$ cat src/rtl/pcv_ram.sv
// generic single write port ram with registered read
`timescale 1ns / 1ps
module pcv_ram #(
  parameter int WIDTH = 8,
  parameter int DEPTH = 16
) (
  input  logic                                  clk,
  input  logic                                  we,
  input  logic [(DEPTH > 1 ? $clog2(DEPTH) : 1)-1:0] waddr,
  input  logic [WIDTH-1:0]                      wdata,
  input  logic [(DEPTH > 1 ? $clog2(DEPTH) : 1)-1:0] raddr,
  output logic [WIDTH-1:0]                      rdata
);
  logic [WIDTH-1:0] mem [DEPTH];
  logic [WIDTH-1:0] rdata_r;

  always_ff @(posedge clk) begin
    if (we) begin
      mem[waddr] <= wdata;
    end
    rdata_r <= mem[raddr];
  end

  assign rdata = rdata_r;
endmodule

$ cat config.mk
export PLATFORM = sky130hd
export DESIGN_NAME = pcv_ram
export DESIGN_NICKNAME = d
export VERILOG_FILES = /design/src/rtl/pcv_ram.sv
export SDC_FILE = /design/constraint.sdc
export NUM_CORES = 1
export LEC_CHECK = 0
export ABC_AREA = 1
export BUFFER_PORTS_ARGS = -buffer_cell sky130_fd_sc_hd__buf_2
export CORE_MARGIN = 8
export CORE_UTILIZATION = 25
export DETAILED_ROUTE_END_ITERATION = 12
export GPL_TIMING_DRIVEN = 0
export MAX_ROUTING_LAYER = met4
export PLACE_DENSITY = 0.51
export SETUP_SLACK_MARGIN = 0.3
export SYNTH_ARGS = -nofsm -noshare
export SYNTH_HDL_FRONTEND = slang
export SYNTH_SLANG_ARGS = --single-unit
$ cat constraint.sdc
create_clock -name clk -period 2 [get_ports clk]
set_input_delay 0.4 -clock clk [delete_from_list [all_inputs] [get_ports clk]]
set_output_delay 0.4 -clock clk [all_outputs]
set_load 0.02 [all_outputs]
## Word-level counts from Yosys, hierarchy flattened

Memory sizes are Yosys's and may differ from the RTL's. A register that Yosys moved wholly into a read port is not among the register bits.
Cells that the tools add are included.

| storage, ports and cells | value |
|---|---|
| bits in registers | 0 |
| bits in writable memories | 128 |
| bits of input ports | 18 |
| output and inout bits | 8 |
| memories kept | 1 |

| operators by class | value |
|---|---|
| muxes and demuxes | 2 |

Memories:

| memory | words | bits a word | read ports | clocked after memory_dff | wr ports | line | text |
|---|---|---|---|---|---|---|---|
| mem | 16 | 8 | 1 | 1 | 1 | 14 | `logic [WIDTH-1:0] mem [DEPTH];` |

Operators by type and width:

| operator | count |
|---|---|
| $mux 1 | 2 |

## Longest topological paths before layout

| depth | value |
|---|---|
| depth in word-level cells | 2 |
| gate-level depth with buffers | 8 |
| depth with buffers taken out | 7 |

## Worst setup path after synthesis

No wires, ideal clock.

| timing path | value |
|---|---|
| kind | input to register |
| start point | input waddr[2] (netlist bit) |
| end point | memory mem[10][0], enable pin |
| data arrival time | 981 ps |
| data required time | 1,630 ps |
| slack | 649 ps |
| cell stages on the path | 2 |
| buffers on the path | 0 |
| cells stage by stage | nand3b_1 -> nor2_1 |

RTL lines:

| element | line | text |
|---|---|---|
| from (decl) | 9 | `input logic [(DEPTH > 1 ? $clog2(DEPTH) : 1)-1:0] waddr,` |
| to (decl) | 14 |  |

Straight into the memory's write port.

## Worst setup path after layout

| timing path | value |
|---|---|
| start point | input waddr[3] (netlist bit) |
| end point | memory mem[7][0], enable pin |

Straight into the memory's write port.

==> impl_metrics.tcl <==
set metrics [dict create \
    slew_headroom_pct 37.7 \
    route.detailed.wl_per_inst_um 16.5 \
    drt_pre_antenna_iters 7 \
    dieWidth_um 168 \
    place_hpwl_mm 9.81 \
    netlist.area_leader.share_pct 66.7 \
    routabilityCongestion 0.836 \
    max_cap_violations 0 \
    die_height_um 168 \
    clk_root_buffer_cell "clkbuf_16" \
    postCtsSetupBuffers 0 \
    worst_skew_pair.late_latency_ns 0.43 \
    final_min_period_over_clock_period_pct 74.4 \
    synth_sequential_area_ratio_pct 69.4 \
    power_density_mw_per_mm2 984 \
    slowest_stage "nor2_1" \
    reg2reg_from "mem[10][0]" \
    layout.nets 610 \
    route.detailed.vias_per_inst 4.18 \
    power.ir.vdd_worst_mv 0.600 \
    area_of_the_die_sq_mm 0.0282 \
    worstPathRequired_ns 2.05 \
    final-setup-viol-count 0 \
    worst_r2r_endpoint "rdata[0]" \
    number_of_cells_produced_by_synthesis 551 \
    synthDistinctLibCells 12 \
    fillerInstances 2316 \
    initial_antenna_violation_count 0 \
    first_global_vias 3539 \
    detailroute.via_count 3716 \
    cts_sinks 136 \
    totalWireLength_mm 14.7 \
    grt_pass1_wl_mm 21.8 \
    cts_hold_repair.buffers 0 \
    instance_count_along_the_most_critical_hold_path 1 \
    worst-setup-path-type "input port to flip-flop" \
    worstPathCellList "buf_2 -> nand3b_1 -> nor2_1" \
    cts_buffers 17 \
    ys_seq_elements 136 \
    grt.total_usage_pct 10.9 \
    hold_end "mem[7][2]" \
    fin_crit_ns 1.49 \
    initialDrtViolationCount 264 \
    clock-skew-final_ns 0.0109 \
    max_stage_delay_ns 0.75 \
    core_sq_mm 0.0226 \
    static-leakage-power_nw 2.88 \
    final_max_slew_viol_count 0 \
    largest_net_degree_at_the_start_of_global_routing 17 \
    totalPowerFinal_mw 6.70 \
    holdCritStartpoint "wdata[2]" \
    grt_setup_unrepaired "false" \
    timing.final.hold_violations 0 \
    hold_class "input port to flip-flop" \
    tritoncts "built" \
    cts_repair_resize_count 0 \
    clock.fmax_ghz 0.672 \
    timing.reg2reg.setup_slack_ns 0.97 \
    io-pin-count 26 \
    synth_nets 569 \
    antenna_cells_inserted 0 \
    placementRows 55 \
    worst_setup_end_kind "flip-flop" \
    timing_worst_slew_pin_value_ns 0.930 \
    synth.yosys.warnings 0 \
    synth_area_leader_cell "edfxtp_1" \
    port_buffers 22 \
    area_delta_synth_final_pct 18.1 \
    initial_core_utilization_pct 25.5 \
    run_status "finished, final reports clean" \
    critical_path.max_fanout 8 \
    drc 0 \
    synth.cell_area_sq_mm 0.00577 \
    synth.top_cells.by_area "edfxtp_1 67%, nand2_1 11%, nand3_1 8.4%" \
    route.antenna.remaining_nets 0 \
    worst-r2r-cell-count 6 \
    timing.critical_path.from_type "input port" \
    setup_total_negative_slack_ns 0 \
    cts_max_level 4 \
    cts.reportedPaths.clkPinSlew_ns 0.06 \
    cp_data_arrival_time_ns 1.53 \
    drive_gt1_share_pct 12.6 \
    clock_tree.buffer_depth 2 \
    overflow 0 \
    synthesis.area_per_instance_sq_um 10.5 \
]
-- cells by family (layout without fill, tap and decap cells) --
group                  Yosys count  count (layout)  share of synthesized area (%)
buffers and inverters          126             180                           9.52
DFF                            136             136                           69.4
and+or+nand+nor                289             289                           21.0
-- worst max-delay path: cells and delay by family --
kind	cells	cell delay [ns]
buf+inv	1	0.12
simple gates	2	1.01
-- area by class of cell --
| class | instances | area (sq um) | area share [%] |
|---|---|---|---|
| sequential | 136 | 4000 | 58.8 |
| inverter | 102 | 383 | 5.62 |
| tap | 285 | 357 | 5.24 |
| clock buffer | 17 | 425 | 6.25 |
| buffer | 24 | 166 | 2.44 |
| multi-input combinational | 289 | 1210 | 17.8 |
| clock inverter | 15 | 150 | 2.21 |
| timing repair buffer | 22 | 110 | 1.62 |
-- layout by cell type (no fill, tap or decap), types with 2 or more instances in the layout --
cell type   count
nand2_1       173
edfxtp_1      128
inv_1         100
nand3_1        97
buf_2          35
nor2_1         17
clkbuf_16      17
dfxtp_1         8
buf_6           6
buf_4           4
clkinvlp_4      4
clkinv_1        3
inv_6           3
inv_2           2
nand3b_1        2
bufinv_16       2
clkinv_4        2
-- cells in the mapped netlist (all sizes together) --
cell	number
nand2	173
edfxtp	128
inv	102
nand3	97
buf	24
nor2	17
dfxtp	8
nand3b	2
-- worst max path at each step --
stage	end	slack, ns	start	cells past startpoint
after floorplan	mem[10][0]	0.65	waddr[2]	2
after global placement	mem[6][6]	0.01	waddr[3]	3
after detailed placement	mem[7][6]	0.02	waddr[3]	3
after CTS	mem[7][0]	0.47	waddr[3]	3
after global routing	mem[7][0]	0.42	waddr[3]	3
final	mem[7][0]	0.51	waddr[3]	3
-- where the power goes --
part	switching (mW)	leakage, nW	internal, mW	total [mW]
clock network	1.23	0.269	1.83	3.06
registers	0.0157	1.22	3.19	3.20
logic	0.317	1.39	0.123	0.439
-- registers in the layout, indices dropped and copies added (netlist names) --
register  flops
rdata         8
mem         128
-- metal layers --
metal / GRT usage (%) / up-vias / part of all wire, %
met1: 14.5 / 1740 / 50
met4: 3.73 / 0 / 1.3
li1: - / 1861 / -
met2: 15.8 / 99 / 44
met5: - / - / 0
met3: 2.99 / 16 / 4.6
-- stage by stage --
stage | setup WS [ns] | hold slack (ns) | instances | cell area, sq um | utilization, %
6_report | 0.513 | 0.388 | 890 | 6810 | 30.1
5_1_grt | 0.420 | 0.393 | 890 | 6810 | 30.1
4_1_cts | 0.469 | 0.381 | 890 | 6810 | 30.1
3_5_place_dp | 0.0220 | 0.693 | 858 | 6230 | 27.5
3_3_place_gp | 0.0110 | 0.689 | 858 | 6230 | 27.5
2_1_floorplan | 0.649 | 0.499 | 551 | 5770 | -
Power figures use the tool's default switching activity.
