<file path="src/rtl/pcv_pkg.sv">
// shared types, constants and register codes of the point cloud voxelizer
`timescale 1ns / 1ps
package pcv_pkg;

  localparam int COORD_W = 24;
  localparam int SIZE_W  = 16;
  localparam int VLIM_W  = 15;
  localparam int PLIM_W  = 6;
  localparam int INT_W   = 16;
  localparam int CFG_IDX_W  = 3;
  localparam int CFG_DATA_W = 24;
  localparam int EPOCH_W = 4;

  localparam int GRID_X_DEF     = 512;
  localparam int GRID_Y_DEF     = 512;
  localparam int GRID_Z_DEF     = 2;
  localparam int VOXEL_CAP_DEF  = 16384;
  localparam int MAX_POINTS_DEF = 32;

  localparam logic signed [COORD_W-1:0] RANGE_LOW_X_RST = -24'sd8192;
  localparam logic signed [COORD_W-1:0] RANGE_LOW_Y_RST = -24'sd40960;
  localparam logic signed [COORD_W-1:0] RANGE_LOW_Z_RST = -24'sd3072;
  localparam logic [SIZE_W-1:0] CELL_SIZE_X_RST = 16'd164;
  localparam logic [SIZE_W-1:0] CELL_SIZE_Y_RST = 16'd164;
  localparam logic [SIZE_W-1:0] CELL_SIZE_Z_RST = 16'd4096;
  localparam logic [VLIM_W-1:0] VOXEL_LIMIT_RST = 15'd12000;
  localparam logic [PLIM_W-1:0] POINTS_LIMIT_RST = 6'd32;

  typedef enum logic [CFG_IDX_W-1:0] {
    REG_RANGE_LOW_X  = 3'd0,
    REG_RANGE_LOW_Y  = 3'd1,
    REG_RANGE_LOW_Z  = 3'd2,
    REG_CELL_SIZE_X  = 3'd3,
    REG_CELL_SIZE_Y  = 3'd4,
    REG_CELL_SIZE_Z  = 3'd5,
    REG_VOXEL_LIMIT  = 3'd6,
    REG_POINTS_LIMIT = 3'd7
  } cfg_reg_t;

  typedef enum logic [1:0] {
    ST_STORED     = 2'd0,
    ST_OUT_RANGE  = 2'd1,
    ST_VOXEL_FULL = 2'd2,
    ST_TABLE_FULL = 2'd3
  } status_t;

  typedef struct packed {
    logic                      frame_start;
    logic signed [COORD_W-1:0] point_x;
    logic signed [COORD_W-1:0] point_y;
    logic signed [COORD_W-1:0] point_z;
    logic [INT_W-1:0]          point_intensity;
  } in_item_t;

  typedef struct packed {
    logic [1:0]                status;
    logic [13:0]               voxel_index;
    logic [4:0]                slot;
    logic                      new_voxel;
    logic [8:0]                cell_x;
    logic [8:0]                cell_y;
    logic                      cell_z;
    logic [14:0]               voxel_total;
    logic signed [COORD_W-1:0] out_x;
    logic signed [COORD_W-1:0] out_y;
    logic signed [COORD_W-1:0] out_z;
    logic [INT_W-1:0]          out_intensity;
  } out_item_t;

endpackage

</file>
<file path="src/rtl/pcv_div.sv">
// restoring divider, one quotient bit per cycle
`timescale 1ns / 1ps
module pcv_div (
  input  logic                        clk,
  input  logic                        rst_n,
  input  logic                        start,
  input  logic [pcv_pkg::COORD_W-1:0] dividend,
  input  logic [pcv_pkg::SIZE_W-1:0]  divisor,
  output logic                        done,
  output logic [pcv_pkg::COORD_W-1:0] quotient
);
  localparam int QW = pcv_pkg::COORD_W;
  localparam int DW = pcv_pkg::SIZE_W;
  localparam int CW = $clog2(QW);

  logic [CW-1:0] cnt_r;
  logic          busy_r, done_r;
  logic [QW-1:0] quo_r;
  logic [DW-1:0] rem_r, div_r;
  logic [DW:0]   shifted;
  logic          ge;
  logic [DW-1:0] rem_nxt;

  always_comb begin
    shifted = {rem_r, quo_r[QW-1]};
    ge      = shifted >= {1'b0, div_r};
    rem_nxt = ge ? DW'(shifted - {1'b0, div_r}) : shifted[DW-1:0];
  end

  always_ff @(posedge clk) begin
    if (!rst_n) begin
      busy_r <= 1'b0;
      done_r <= 1'b0;
      cnt_r  <= '0;
    end else begin
      done_r <= 1'b0;
      if (start) begin
        busy_r <= 1'b1;
        cnt_r  <= '0;
      end else if (busy_r) begin
        cnt_r <= cnt_r + 1'b1;
        if (cnt_r == CW'(QW - 1)) begin
          busy_r <= 1'b0;
          done_r <= 1'b1;
        end
      end
    end
  end

  always_ff @(posedge clk) begin
    if (start) begin
      quo_r <= dividend;
      rem_r <= '0;
      div_r <= divisor;
    end else if (busy_r) begin
      rem_r <= rem_nxt;
      quo_r <= {quo_r[QW-2:0], ge};
    end
  end

  assign done     = done_r;
  assign quotient = quo_r;
endmodule
</file>
<file path="config.mk">
export PLATFORM = sky130hd
export DESIGN_NAME = pcv_div
export DESIGN_NICKNAME = d
export VERILOG_FILES = /design/src/rtl/pcv_pkg.sv /design/src/rtl/pcv_div.sv
export SDC_FILE = /design/constraint.sdc
export NUM_CORES = 1
export LEC_CHECK = 0
export BUFFER_PORTS_ARGS = -buffer_cell sky130_fd_sc_hd__buf_2
export CAP_MARGIN = 20
export CORE_MARGIN = 2
export CORE_UTILIZATION = 55
export DETAILED_ROUTE_END_ITERATION = 10
export GPL_ROUTABILITY_DRIVEN = 0
export PLACE_DENSITY = 0.79
export SYNTH_ARGS = -nofsm -noshare
export SYNTH_HDL_FRONTEND = slang
export SYNTH_SLANG_ARGS = --single-unit
</file>
<file path="constraint.sdc">
create_clock -name clk -period 3 [get_ports clk]
set_input_delay 0.3 -clock clk [delete_from_list [all_inputs] [get_ports clk]]
set_output_delay 0.3 -clock clk [all_outputs]
set_load 0.02 [all_outputs]
</file>
======== After elaboration in Yosys (flattened, before gate mapping) ========
Cells that the tools add are included.
word-level totals
  flip-flop bits (word level) ............. 63
  input port bits ......................... 43
  output and inout bits ................... 25
  word-level logic and storage cells ...... 22
cells by class
  bitwise logic cells ..................... 2
  $add $sub $neg .......................... 2
  magnitude comparators ................... 1
  reductions and logical operators ........ 3
  multiplexer cells ....................... 7
  eq/ne operators ......................... 1
operator list
  cell                                                            number
  24-bit 2-to-1 mux                                               2
  17-bit by 16-bit greater-or-equal comparator with 1-bit output  1
  16-bit 2-to-1 mux                                               1
  16-bit subtractor                                               1
  5-bit by 1-bit adder with 5-bit output (second input constant)  1
  5-bit == test (second input constant)                           1
  1-bit 2-to-1 mux                                                4
  3-bit OR reduction                                              1
  1-bit NOT                                                       2
  2-bit nonzero test                                              1
  2-bit OR reduction                                              1

======== Logic depth before layout (Yosys ltp) ========
  word-level depth ........................ 4
  gate-level depth with buffers ........... 10
  depth with buffers taken out ............ 9

======== Least setup slack after synthesis ========
Ideal clock, no wire load.
  path kind ............................... register -> register
  from .................................... reg div_r[9]
  to ...................................... reg rem_r[14]
  period minus slack after synthesis ...... 2,407 ps
  cell stages (with the launch flop) ...... 11
  data arrival time ....................... 2,285 ps
  setup time .............................. 122 ps
  data required time ...................... 2,878 ps
  setup slack ............................. 593 ps
  path buffers ............................ 2
  path through ............................ edfxtp_1 > inv_1 > ha_1 > buf_2 > nand4_1 > or4_1 > and4_4 > a31oi_4 > buf_6 > nor3_1 > a311o_1
between the ends
  cells in the longest elaborated chain, start to end .. 2
  elaborated cells on any way between the ends .. 3
  classes of those cells .................. add/sub (1); order compare (1); mux (1)
RTL lines
  what                                                                                                        line                          text
  start, declared                                                                                             pcv_div.sv:19                 logic [DW-1:0] rem_r, div_r;
  start signal, assigned                                                                                      pcv_div.sv:54                 div_r <= divisor;
  16-bit subtractor / 17-bit by 16-bit greater-or-equal comparator with 1-bit output (equally long branches)  pcv_div.sv:27, pcv_div.sv:26
  16-bit 2-to-1 mux *                                                                                         pcv_div.sv:27                 rem_nxt = ge ? DW'(shifted - {1'b0, div_r}) : shifted[DW-1:0];
  end signal, assigned                                                                                        pcv_div.sv:56                 rem_r <= rem_nxt;
  end, declared                                                                                               pcv_div.sv:19
Every way passes the cells marked *; elsewhere a longest branch is shown, timed or not.
A chain may end at the register's enable or synchronous reset.

======== Worst setup path after layout ========
  from .................................... reg div_r[9]
  to ...................................... reg rem_r[0]
between the ends
  cells in the longest elaborated chain, start to end .. 2
RTL lines
  what                                                            line           text
  17-bit by 16-bit greater-or-equal comparator with 1-bit output  pcv_div.sv:26  ge = shifted >= {1'b0, div_r};
  16-bit 2-to-1 mux                                               pcv_div.sv:27
No other way between the ends.

==> impl_metrics.tcl <==
set metrics [dict create \
    status "finished, final reports clean" \
    post-dp-hpwl_um 5310 \
    synthFlopType "edfxtp_1" \
    slew_headroom_pct 51.0 \
    io_buffers 67 \
    tns_ps 0 \
    rsz0062_at_grt "no" \
    skew_ps 6.79 \
    ant_nets 0 \
    track_usage_pct 22.1 \
    drt_iter0_drc 251 \
    synth.largest_area_cell "edfxtp_1" \
    p_total_mw 2.32 \
    p_per_area_mw_per_mm2 560 \
    dr.pass1.iters 5 \
    hp-class "in2reg" \
    io_pins 68 \
    crit_arrival_ps 2920 \
    worstReg2RegStart "div_r[9]" \
    wirelength_um 7340 \
    worst_slack_ps 342 \
    critical_path_class "reg2reg" \
    grt_max_degree 35 \
    cts_buffers 9 \
    cts.path.max_buffers 2 \
    clk_pin_slew_worst_paths_ps 70 \
    cap_viol_max_count 0 \
    cp-start-kind "register" \
    initial_core_util_pct 55.9 \
    post_cts.repair.setup_buffers 0 \
    tritoncts "yes" \
    synth-edff-count 40 \
    core_area_mm2 0.00628 \
    syn_inst 333 \
    grt_pass1_wl_um 12400 \
    design.die.area_mm2 0.00704 \
    vias_per_cell 5.72 \
    syn_area_per_cell_um2 10.5 \
    via_count 2772 \
    yosysSeqAreaShare_pct 47.3 \
    rrSetupSlack_ps 340 \
    grt_pass1_vias 2736 \
    setup_viol 0 \
    min_path_cells 1 \
    cts_max_level 3 \
    cts.sinks 63 \
    leakagePower_nw 1.72 \
    yosys.cell_types.count 56 \
    synthesis.area_mm2 0.00351 \
    synthDominantCellAreaShare_pct 34.2 \
    max-vdd-ir-drop_mv 0.403 \
    placedCellCount 469 \
    end_kind "register" \
    holdBufCountCts 0 \
    synthArstFlopShare_pct 0 \
    num_antenna_cells 0 \
    synth_area_leaders "edfxtp_1 34%, dfxtp_1 13%, mux2_2 8.0%, ha_1 6.1%, nor2_1 3.3%" \
    max_freq_ghz 0.376 \
    yosysWarnings 0 \
    rows 29 \
    dieWidth_um 83.9 \
    drc_errors 0 \
    cp_max_fo 9 \
    place_ws_ps 361 \
    stdcell_count 485 \
    period_needed_ps 2660 \
    syn_to_final_growth_pct 17.9 \
    chipHeight_um 83.9 \
    drt-wirelength-per-cell_um 15.1 \
    cts_root_buf "clkbuf_8" \
    ys_ff_latch 63 \
    antenna_found_initial 0 \
    dpl-instance-area_mm2 0.00394 \
    layout.nets 464 \
    hold_path.startpoint "divisor[10]" \
    reg2reg_depth 8 \
    tightest_slew_ps 735 \
    post_cts_resize_count 0 \
    holdPathEnd "div_r[10]" \
    design_area_mm2 0.00414 \
    drive_gt1_share_pct 29.4 \
    hold_viol_final 0 \
    maxSlewViolCount 0 \
    period_share_pct 88.6 \
    required_ps 3260 \
    clock_latency_ps 340 \
    synth_nets 394 \
    grt-ovfl-total 0 \
    r2r_end "rem_r[0]" \
]
-- how the worst max path moves through the flow --
stage,from,to,slack [ps],cells after the start
after global placement,div_r[9],rem_r[0],400,8
final,div_r[9],rem_r[0],340,8
after CTS,div_r[9],rem_r[0],340,8
after floorplan,div_r[9],rem_r[14],590,10
after detailed placement,div_r[9],rem_r[0],360,8
after global routing,div_r[10],rem_r[0],180,8
-- layout make-up --
class	instances	area, um^2
flip-flops and latches	63	1660
inverters	24	90.1
multi-input cells	229	1680
clock inverters	7	72.6
repair buffers	76	415
well taps	77	96.3
fillers	502	2140
clock buffers	9	124
-- per-layer routing --
metal	track usage, %	vias up	share of wire [%]	wire (um)
li1	-	1376	-	-
met1	28.9	1283	43	3190
met2	36.7	100	49	3560
met3	3.26	13	6.0	442
met4	9.24	0	1.9	140
met5	0	-	0	0
-- cell usage after synthesis (7+ instances only) --
master,instances
ha_1,17
a21oi_1,20
nand2_1,15
nand2b_1,10
o21ai_0,9
mux2_2,25
nor2_1,31
a211oi_1,9
edfxtp_1,40
dfxtp_1,23
mux2i_1,7
inv_1,23
clkbuf_1,10
nand3_1,8
-- worst max-delay path, cell delays in order (launching register included) --
cell,delay [ps]
edfxtp_1,330
inv_1,40
ha_1,420
nand4_1,160
or4_1,530
and4_4,170
a31oi_4,320
mux2_2,380
a211oi_1,210
-- layout by cell type (no fill, tap or decap), types with 7 or more instances in the layout --
cell type	Yosys	layout
clkbuf_8	0	9
buf_4	1	8
edfxtp_1	40	40
nand2_1	15	15
o21ai_0	9	9
buf_2	4	67
nor2_1	31	31
mux2_2	25	25
dfxtp_1	23	23
inv_1	23	23
a21oi_1	20	20
nand2b_1	10	10
a211oi_1	9	9
ha_1	17	17
mux2i_1	7	7
nand3_1	8	8
-- state kept, by name, indices dropped and copies added (netlist names) --
name      count
rem_r        16
quotient     24
busy_r        1
done          1
div_r        16
cnt_r         5
-- stage by stage --
step                      utilization, %  hold slack, ps
after floorplan                        -             399
after global placement              62.8             473
after detailed placement            62.8             478
after CTS                           65.9             114
after global routing                65.9             113
final                               65.9             125
-- power breakdown --
part           switching [mW]  total (mW)  internal (mW)  leakage (nW)
clock                   0.355       0.739          0.384        0.0956
sequential             0.0380        1.04           1.00         0.587
combinational           0.305       0.535          0.231          1.04
-- kinds of logic after synthesis --
logic type	Yosys count	share of synthesized area [%]
and+or+nand+nor	91	13.2
xor gates and xnor gates	11	2.75
muxes	32	10.0
DFF	63	47.3
buffers and inverters	41	4.88
adders and majority gates	18	6.63
AOI/OAI and AO/OA	77	15.2
No activity file was read; power rests on OpenSTA's default activity.
